$ cat config.mk
export PLATFORM = sky130hd
export DESIGN_NAME = double_ended_queue_unit
export DESIGN_NICKNAME = d
export VERILOG_FILES = /design/src/hw/rtl/deq_pkg.sv /design/src/hw/rtl/double_ended_queue_unit.sv /design/src/hw/rtl/deq_cell.sv /design/src/hw/rtl/deq_ctrl.sv
export SDC_FILE = /design/constraint.sdc
export NUM_CORES = 1
export LEC_CHECK = 0
export BUFFER_PORTS_ARGS = -buffer_cell sky130_fd_sc_hd__buf_2
export CAP_MARGIN = 15
export CORE_MARGIN = 3
export CORE_UTILIZATION = 50
export DETAILED_ROUTE_END_ITERATION = 10
export HOLD_SLACK_MARGIN = 0.02
export PLACE_DENSITY = 0.66
export REMOVE_ABC_BUFFERS = 1
export SETUP_SLACK_MARGIN = 0.5
export SYNTH_ARGS = -nofsm -noshare
export SYNTH_HDL_FRONTEND = slang
export SYNTH_HIERARCHICAL = 1
export SYNTH_SLANG_ARGS = --single-unit
$ cat constraint.sdc
create_clock -name clk_i -period 5.8 [get_ports clk_i]
set_clock_uncertainty 0.1 [all_clocks]
set_input_delay 0.58 -clock clk_i [delete_from_list [all_inputs] [get_ports clk_i]]
set_output_delay 0.58 -clock clk_i [all_outputs]
set_load 0.01 [all_outputs]
$ cat src/hw/rtl/deq_pkg.sv
// Package with sizes, codes and transaction types for the double-ended queue.
package deq_pkg;

  // Number of entries and bits per entry.
  localparam int unsigned DEPTH = 16;
  localparam int unsigned WIDTH = 32;

  // Widths derived from the depth.
  localparam int unsigned IDX_W = (DEPTH > 1) ? $clog2(DEPTH) : 1;
  localparam int unsigned CNT_W = $clog2(DEPTH + 1);

  // Requested action of one transaction.
  typedef enum logic [2:0] {
    ACT_PUSH_TAIL  = 3'd0,
    ACT_PUSH_FRONT = 3'd1,
    ACT_POP_HEAD   = 3'd2,
    ACT_POP_BACK   = 3'd3,
    ACT_PEEK_FRONT = 3'd4,
    ACT_PEEK_BACK  = 3'd5,
    ACT_READ_AT    = 3'd6,
    ACT_CLEAR      = 3'd7
  } action_e;

  // Error code reported with every result.
  typedef enum logic [1:0] {
    ERR_OK    = 2'd0,
    ERR_EMPTY = 2'd1,
    ERR_FULL  = 2'd2,
    ERR_RANGE = 2'd3
  } err_e;

  // What one storage cell does in the current cycle.
  typedef enum logic [1:0] {
    CELL_HOLD       = 2'd0,
    CELL_LOAD       = 2'd1,
    CELL_SHIFT_UP   = 2'd2,
    CELL_SHIFT_DOWN = 2'd3
  } cell_op_e;

  // Input transaction.
  typedef struct packed {
    action_e     action;
    logic [31:0] value;
    logic [3:0]  position;
  } deq_req_t;

  // Result transaction.
  typedef struct packed {
    logic [31:0] data;
    logic [4:0]  count;
    logic        is_empty;
    err_e        error;
  } deq_rsp_t;

  // Status handed from the controller to the top level.
  typedef struct packed {
    logic [CNT_W-1:0] count;
    err_e             error;
    logic             rd_en;
    logic [IDX_W-1:0] rd_idx;
  } deq_ctl_t;

endpackage

$ cat src/hw/rtl/double_ended_queue_unit.sv
// Top level of the double-ended queue: a row of shifting cells and a controller.
//
//   Channel   Signals                      Transfer
//   request   start_i, busy_o, req_i       start_i high while busy_o is low
//   result    rsp_valid_o, rsp_o           rsp_valid_o high for one cycle
//
// Each transaction's result appears on the cycle after start_i, and a new
// transaction may be started in every cycle. The rate is set by the cell row,
// which loads, shifts or holds all entries at once. busy_o stays low. Reset
// empties the queue; entry contents are not cleared. The receiver cannot stall,
// so no result is ever held back.
module double_ended_queue_unit (
  input  logic              clk_i,
  input  logic              rst_ni,
  input  logic              start_i,
  input  deq_pkg::deq_req_t req_i,
  output logic              busy_o,
  output logic              rsp_valid_o,
  output deq_pkg::deq_rsp_t rsp_o
);
  import deq_pkg::*;

  logic [CNT_W-1:0] count_q;
  logic             valid_q;
  deq_rsp_t         rsp_q, rsp_d;
  cell_op_e [DEPTH-1:0] ops;
  deq_ctl_t         ctl;
  logic [WIDTH-1:0] cell_data [DEPTH];
  logic [WIDTH-1:0] rd_data;

  deq_ctrl u_ctrl (
    .start_i (start_i),
    .req_i   (req_i),
    .count_i (count_q),
    .ops_o   (ops),
    .ctl_o   (ctl)
  );

  // Row of cells; each neighbor feeds the next for shifts.
  for (genvar k = 0; k < DEPTH; k++) begin : g_cell
    logic [WIDTH-1:0] prev_data;
    logic [WIDTH-1:0] next_data;
    if (k == 0) begin : g_first
      assign prev_data = '0;
    end else begin : g_mid_prev
      assign prev_data = cell_data[k-1];
    end
    if (k == DEPTH - 1) begin : g_last
      assign next_data = '0;
    end else begin : g_mid_next
      assign next_data = cell_data[k+1];
    end
    deq_cell u_cell (
      .clk_i   (clk_i),
      .op_i    (ops[k]),
      .value_i (WIDTH'(req_i.value)),
      .prev_i  (prev_data),
      .next_i  (next_data),
      .data_o  (cell_data[k])
    );
  end

  // Read the selected entry before the row updates.
  assign rd_data = ctl.rd_en ? cell_data[ctl.rd_idx] : '0;

  // Build the result of the current transaction.
  always_comb begin
    rsp_d.data     = 32'(rd_data);
    rsp_d.count    = 5'(ctl.count);
    rsp_d.is_empty = (ctl.count == '0);
    rsp_d.error    = ctl.error;
  end

  // Element count and result strobe.
  always_ff @(posedge clk_i or negedge rst_ni) begin
    if (!rst_ni) begin
      count_q <= '0;
      valid_q <= 1'b0;
    end else begin
      count_q <= ctl.count;
      valid_q <= start_i;
    end
  end

  // Result payload register.
  always_ff @(posedge clk_i) begin
    if (start_i) begin
      rsp_q <= rsp_d;
    end
  end

  assign busy_o      = 1'b0;
  assign rsp_valid_o = valid_q;
  assign rsp_o       = rsp_q;

endmodule

$ cat src/hw/rtl/deq_cell.sv
// One storage cell of the queue; it loads, holds or takes a neighbor's entry.
module deq_cell (
  input  logic                  clk_i,
  input  deq_pkg::cell_op_e     op_i,
  input  logic [deq_pkg::WIDTH-1:0] value_i,
  input  logic [deq_pkg::WIDTH-1:0] prev_i,
  input  logic [deq_pkg::WIDTH-1:0] next_i,
  output logic [deq_pkg::WIDTH-1:0] data_o
);
  import deq_pkg::*;

  logic [WIDTH-1:0] data_q, data_d;

  // Select the next content of the cell.
  always_comb begin
    case (op_i)
      CELL_LOAD:       data_d = value_i;
      CELL_SHIFT_UP:   data_d = prev_i;
      CELL_SHIFT_DOWN: data_d = next_i;
      default:         data_d = data_q;
    endcase
  end

  // Entry register; its content is meaningless until written.
  always_ff @(posedge clk_i) begin
    data_q <= data_d;
  end

  assign data_o = data_q;

endmodule

$ cat src/hw/rtl/deq_ctrl.sv
// Controller that decodes an action into cell operations, count and error.
module deq_ctrl (
  input  logic                              start_i,
  input  deq_pkg::deq_req_t                 req_i,
  input  logic [deq_pkg::CNT_W-1:0]         count_i,
  output deq_pkg::cell_op_e [deq_pkg::DEPTH-1:0] ops_o,
  output deq_pkg::deq_ctl_t                 ctl_o
);
  import deq_pkg::*;

  logic full;
  logic empty;
  logic [IDX_W-1:0] back_idx;

  assign full     = (count_i == CNT_W'(DEPTH));
  assign empty    = (count_i == '0);
  assign back_idx = IDX_W'(count_i - CNT_W'(1));

  // Decode the action. Front of the queue always sits in cell zero.
  always_comb begin
    for (int k = 0; k < DEPTH; k++) begin
      ops_o[k] = CELL_HOLD;
    end
    ctl_o.count  = count_i;
    ctl_o.error  = ERR_OK;
    ctl_o.rd_en  = 1'b0;
    ctl_o.rd_idx = '0;
    if (start_i) begin
      case (req_i.action)
        ACT_PUSH_TAIL: begin
          if (full) begin
            ctl_o.error = ERR_FULL;
          end else begin
            for (int k = 0; k < DEPTH; k++) begin
              if (count_i == CNT_W'(k)) ops_o[k] = CELL_LOAD;
            end
            ctl_o.count = count_i + CNT_W'(1);
          end
        end
        ACT_PUSH_FRONT: begin
          if (full) begin
            ctl_o.error = ERR_FULL;
          end else begin
            for (int k = 1; k < DEPTH; k++) begin
              ops_o[k] = CELL_SHIFT_UP;
            end
            ops_o[0]    = CELL_LOAD;
            ctl_o.count = count_i + CNT_W'(1);
          end
        end
        ACT_POP_HEAD: begin
          if (empty) begin
            ctl_o.error = ERR_EMPTY;
          end else begin
            for (int k = 0; k < DEPTH; k++) begin
              ops_o[k] = CELL_SHIFT_DOWN;
            end
            ctl_o.rd_en  = 1'b1;
            ctl_o.count  = count_i - CNT_W'(1);
          end
        end
        ACT_POP_BACK: begin
          if (empty) begin
            ctl_o.error = ERR_EMPTY;
          end else begin
            ctl_o.rd_en  = 1'b1;
            ctl_o.rd_idx = back_idx;
            ctl_o.count  = count_i - CNT_W'(1);
          end
        end
        ACT_PEEK_FRONT: begin
          if (empty) begin
            ctl_o.error = ERR_EMPTY;
          end else begin
            ctl_o.rd_en = 1'b1;
          end
        end
        ACT_PEEK_BACK: begin
          if (empty) begin
            ctl_o.error = ERR_EMPTY;
          end else begin
            ctl_o.rd_en  = 1'b1;
            ctl_o.rd_idx = back_idx;
          end
        end
        ACT_READ_AT: begin
          if (32'(req_i.position) >= 32'(count_i)) begin
            ctl_o.error = ERR_RANGE;
          end else begin
            ctl_o.rd_en  = 1'b1;
            ctl_o.rd_idx = IDX_W'(req_i.position);
          end
        end
        ACT_CLEAR: begin
          ctl_o.count = '0;
        end
        default: begin
          ctl_o.count = count_i;
        end
      endcase
    end
  end

endmodule

* Word-level counts from Yosys, hierarchy flattened *
Index checks and enable logic that the tools add are counted.

storage, ports and cells
  register bits = 558
  input port bits = 42
  output and inout bits = 42
  word-level logic and storage cells = 174

operators by class
  add/subtract/negate cells = 2
  order comparisons = 2
  equality and inequality tests = 71
  multiplexer cells = 52
  bitwise operators = 1
  reduce and logical (&&, ||, !) cells = 24

operator list
  operator                                             count
  one-hot mux 32 bit (3 select lines)                  17
  2-to-1 mux 32 bit                                    5
  binary-select mux 32 bit (select 4 bit)              1
  equality test 2 bit, second input constant           32
  nonzero test 3 bit                                   16
  equality test 5 x 4 -> 1 bit, second input constant  8
  equality test 2 x 1 -> 1 bit, second input constant  16
  2-to-1 mux 31 bit                                    1
  equality test 5 x 3 -> 1 bit, second input constant  4
  2-to-1 mux 5 bit                                     4
  2-to-1 mux 1 bit                                     17
  one-hot mux 5 bit (3 select lines)                   1
  equality test 3 bit, second input constant           4
  2-to-1 mux 12 bit                                    1
  equality test 5 x 2 -> 1 bit, second input constant  2
  zero test 5 bit                                      2
  one-hot mux 4 bit (2 select lines)                   1
  OR reduction 2 bit                                   4
  equality test 3 x 2 -> 1 bit, second input constant  2
  one-hot mux 2 bit (3 select lines)                   1
  adder 5 x 1 -> 5 bit, second input constant          1
  equality test 5 x 1 -> 1 bit, second input constant  1
  equality test 5 bit, second input constant           1
  greater-or-equal comparator 4 x 5 -> 1 bit           1
  8 further kinds                                      9

* Logic depth before layout (Yosys ltp) *
  depth after elaboration = 8
  mapped depth = 15
  depth with buffers taken out = 10

* Cells and area by module *
The synthesis kept the hierarchy.

modules (own cells, without submodules)
  module                   times used  cells each  area each (µm²)  sequential area each (µm²)
  deq_cell                 16          140         1672.9           960.9
  double_ended_queue_unit  1           569         5909.4           1351.3
  deq_ctrl                 1           169         1088.5           0.0

* Worst setup path before layout *
Ideal clock, no wire load.

  path type = reg2reg
  start point = register count_q[0]
  end point = register g_cell[10].u_cell.data_q[0] (enable)
  library setup time = 0.375 ns
  data arrival time = 3.914 ns
  data required time = 5.325 ns
  slack = 1.412 ns
  stages on the path, launching flop included = 8
  buffers on the path = 2
  period minus slack after synthesis = 4.388 ns
  cell sequence = dfrtp_1 inv_1 ha_1 nor3b_1 a2111oi_0 buf_4 buf_4 or2_2

RTL lines
  element                 line                           source
  start, declared         double_ended_queue_unit.sv:23  logic [CNT_W-1:0] count_q;
  start signal, assigned  double_ended_queue_unit.sv:80  count_q <= ctl.count;
  end signal, assigned    deq_cell.sv:26                 data_q <= data_d;
  end, declared           deq_cell.sv:12                 logic [WIDTH-1:0] data_q, data_d;

==> impl_results.md <==
- Max frequency: 224 MHz
- Root Driver: clkbuf_16
- Number of synthesized flops with an enable pin: 552
- Tot Pwr: 11900 uW
- Unique masters post-synth: 54
- Endpoints failing setup: 0
- Worst Tran Pin Value: 1.05 ns
- Slew Limit Fails: 0
- N_diodes: 0
- Critical Path Fanout Max: 47
- Post-DP HPWL: 56600 um
- Syn avg cell area: 11.3 um2
- Total Wirelength: 99000 um
- Pleak: 0.0112 uW
- PwrDens: 329 nW/um2
- Initial antenna violation count: 0
- CTS max path bufs: 3
- Sequential element share of the synthesized area: 49.5%
- Site row count: 94
- DR WL/cell: 25.3 um
- Sw frac: 31.4%
- Initial Util: 50.9%
- Post-CTS Repair Setup Buffers: 0
- Die Y: 266 um
- Cts bufs inserted: 66
- Peak supply drop: 173 uV
- CTS tree: yes
- H-tree depth: 3
- Internal power: 8150 uW
- Synth warn: 6
- DRT Pass-1 Iters: 6
- Yosys reg bits: 558
- Crit Path Category: reg -> reg
- Final nets: 3059
- Core Box Area: 66300 um2
- Final setup TNS: 0 ns
- Largest net degree at the start of global routing: 261
- Post-Syn Area: 33800 um2
- Post-route DRC: 0
- Max-Cap Viols: 0
- Overall routing resource usage: 27.4%
- Post-DRT Antenna Nets: 0
- Ys async rst share: 1.08%
- Data required, critical path: 6.02 ns
- I/O Pins: 84
- Die Span X: 266 um
- P&R area growth vs syn: 6.79%
- Fin crit period: 4.46 ns
- RSZ-0062 raised after global routing: no
- Worst EP arrival: 4.68 ns
- Cells after synthesis: 2978
- First-pass GRT wire length: 147000 um
- Layout Utilization: 54.4%
- Clk slew on worst S/H paths: 0.06 ns
- Main synth FF type: edfxtp_1
- Iter 0 DRT Violations: 2727
- Comb power frac: 22.4%
- Clock Sinks: 558
- Die ar.: 70700 um2
- Worst R2R Setup Slack: 1.34 ns
- Final Hold Viols: 0
- Drt via density: 6.16
- Hold Crit Class: in -> async
- NetSw: 3730 uW
- Run status: finished, final reports clean
- Fin crit share: 76.8%
- RR Startpoint: count_q[2]
- Post-CTS sizing: 0
- Worst setup EP type: register
- Share of post-route cells with drive strength above 1: 10.4%
- Crit start category: register
- CTS Hold Bufs: 1
- PortBufs: 82
- Routability congestion estimate: 0.850
- Via count: 24100
- Slew Limit Headroom: 29.9%
- Gr ovfl total: 0
- Worst skew pair latency: 0.60 ns
- Hold_ws: 0.244 ns
- Vias in the first global route: 23400
- Clock power share: 32.4%
- FF-to-FF path depth: 10
- Worst r2r dst: rsp_o[28]
- Sequential share of power: 45.2%
## layout make-up
cell class / instances / area, um2
Timing Repair Buffer: 160 / 1140
Multi-Input combinational cell: 2209 / 15100
Clock inverter: 26 / 128
Fill cell: 5693 / 30300
Sequential cell: 558 / 16700
Tap cell: 864 / 1080
Inverter: 11 / 41.3
Clock buffer: 87 / 1810
## kinds of logic (layout without fill, tap and decap cells)
group	Yosys count	count (layout)	synth area share (%)
other cells	1	65	0.0111
flops	558	558	49.5
buf+inv	275	284	7.15
simple gates	695	695	8.56
compound gates	692	692	11.2
xor+xnor	5	5	0.130
mux	741	741	23.0
fa+ha+maj	11	11	0.408
## per-layer routing
| layer | vias to the layer above | part of all wire [%] | GRT usage [%] |
|---|---|---|---|
| met4 | 0 | 3.8 | 10.7 |
| li1 | 11000 | - | - |
| met1 | 11600 | 40 | 37.0 |
| met5 | - | 0 | 0 |
| met2 | 1210 | 46 | 44.7 |
| met3 | 220 | 9.3 | 4.42 |
## cells in the final DEF, fill, tap and decap left out, types with 3 or more instances in the layout
cell       count
mux2i_1      714
edfxtp_1     552
nor2_1       523
a21oi_1      516
a22oi_1      101
buf_2         82
clkbuf_16     69
buf_4         66
conb_1        65
nand2_1       50
nand3_1       41
o21ai_1       32
nand2b_1      30
mux4_2        27
or2_2         17
a21oi_4       17
clkbuf_1      16
clkinv_1      14
buf_12        11
inv_1         11
ha_1          11
clkinv_2       8
dfrtp_1        6
nor3_1         6
xnor2_1        4
nor2b_4        3
o21a_1         3
o22ai_1        3
nor2b_1        3
nand3b_1       3
o21ai_0        3
## registers in the layout, indices dropped and copies added (netlist names)
| name | cells |
|---|---|
| g_cell.u_cell/data_o | 512 |
| rsp_o | 40 |
| count_q | 5 |
| rsp_valid_o | 1 |
## power groups by stage
stage | sequential, uW | combinational [uW] | clock [uW]
after floorplan | 5110 | 2420 | 0
after global placement | 5420 | 2540 | 0
after detailed placement | 5440 | 2610 | 0
after CTS | 5360 | 2620 | 3910
after global routing | 5410 | 2870 | 4070
final | 5360 | 2660 | 3840
## how the worst max path moves through the flow
stage	start	depth (start not counted)	end	slack, ns
after floorplan	start_i	3	g_cell[10].u_cell/data_o[0]	-113.95
after global placement	req_i[0]	12	rsp_o[15]	1.37
after detailed placement	req_i[0]	12	rsp_o[28]	1.32
after CTS	count_q[2]	10	rsp_o[28]	1.44
after global routing	count_q[2]	10	rsp_o[15]	1.17
final	count_q[2]	10	rsp_o[28]	1.34
## Yosys cell counts (3+ instances only)
| library cell | count | area, um2 |
|---|---|---|
| a21oi_1 | 533 | 2670 |
| a22oi_1 | 101 | 758 |
| buf_12 | 55 | 1100 |
| buf_2 | 65 | 325 |
| buf_4 | 33 | 248 |
| buf_6 | 29 | 327 |
| buf_8 | 5 | 75.1 |
| clkbuf_1 | 75 | 282 |
| dfrtp_1 | 6 | 150 |
| edfxtp_1 | 552 | 16600 |
| ha_1 | 11 | 138 |
| inv_1 | 11 | 41.3 |
| mux2i_1 | 714 | 7150 |
| mux4_2 | 27 | 608 |
| nand2_1 | 51 | 191 |
| nand2b_1 | 30 | 188 |
| nand3_1 | 41 | 205 |
| nand3b_1 | 3 | 22.5 |
| nor2_1 | 525 | 1970 |
| nor2b_1 | 6 | 37.5 |
| nor3_1 | 6 | 30.0 |
| o21a_1 | 3 | 22.5 |
| o21ai_0 | 3 | 15.0 |
| o21ai_1 | 32 | 160 |
| o22ai_1 | 5 | 31.3 |
| or2_2 | 17 | 106 |
| xnor2_1 | 4 | 35.0 |
## worst max-delay path, stage by stage, from the launching register on
cell and delay (ns):
dfrtp_1 0.65, inv_1 0.21, ha_1 0.26, a2111oi_2 0.46, o311ai_0 0.37, a21oi_4 0.74
buf_12 0.41, mux4_2 0.56, nand2b_1 0.15, nand3_1 0.13, o21ai_1 0.07
## through the flow
step / std cells / area, um2 / setup WS [ns]
2_1_floorplan: 2778 / 31600 / -113.95
3_3_place_gp: 3801 / 34100 / 1.37
3_5_place_dp: 3801 / 34100 / 1.32
4_1_cts: 3915 / 36100 / 1.44
5_1_grt: 3915 / 36100 / 1.17
6_report: 3915 / 36100 / 1.34
Power figures use the tool's default switching activity.
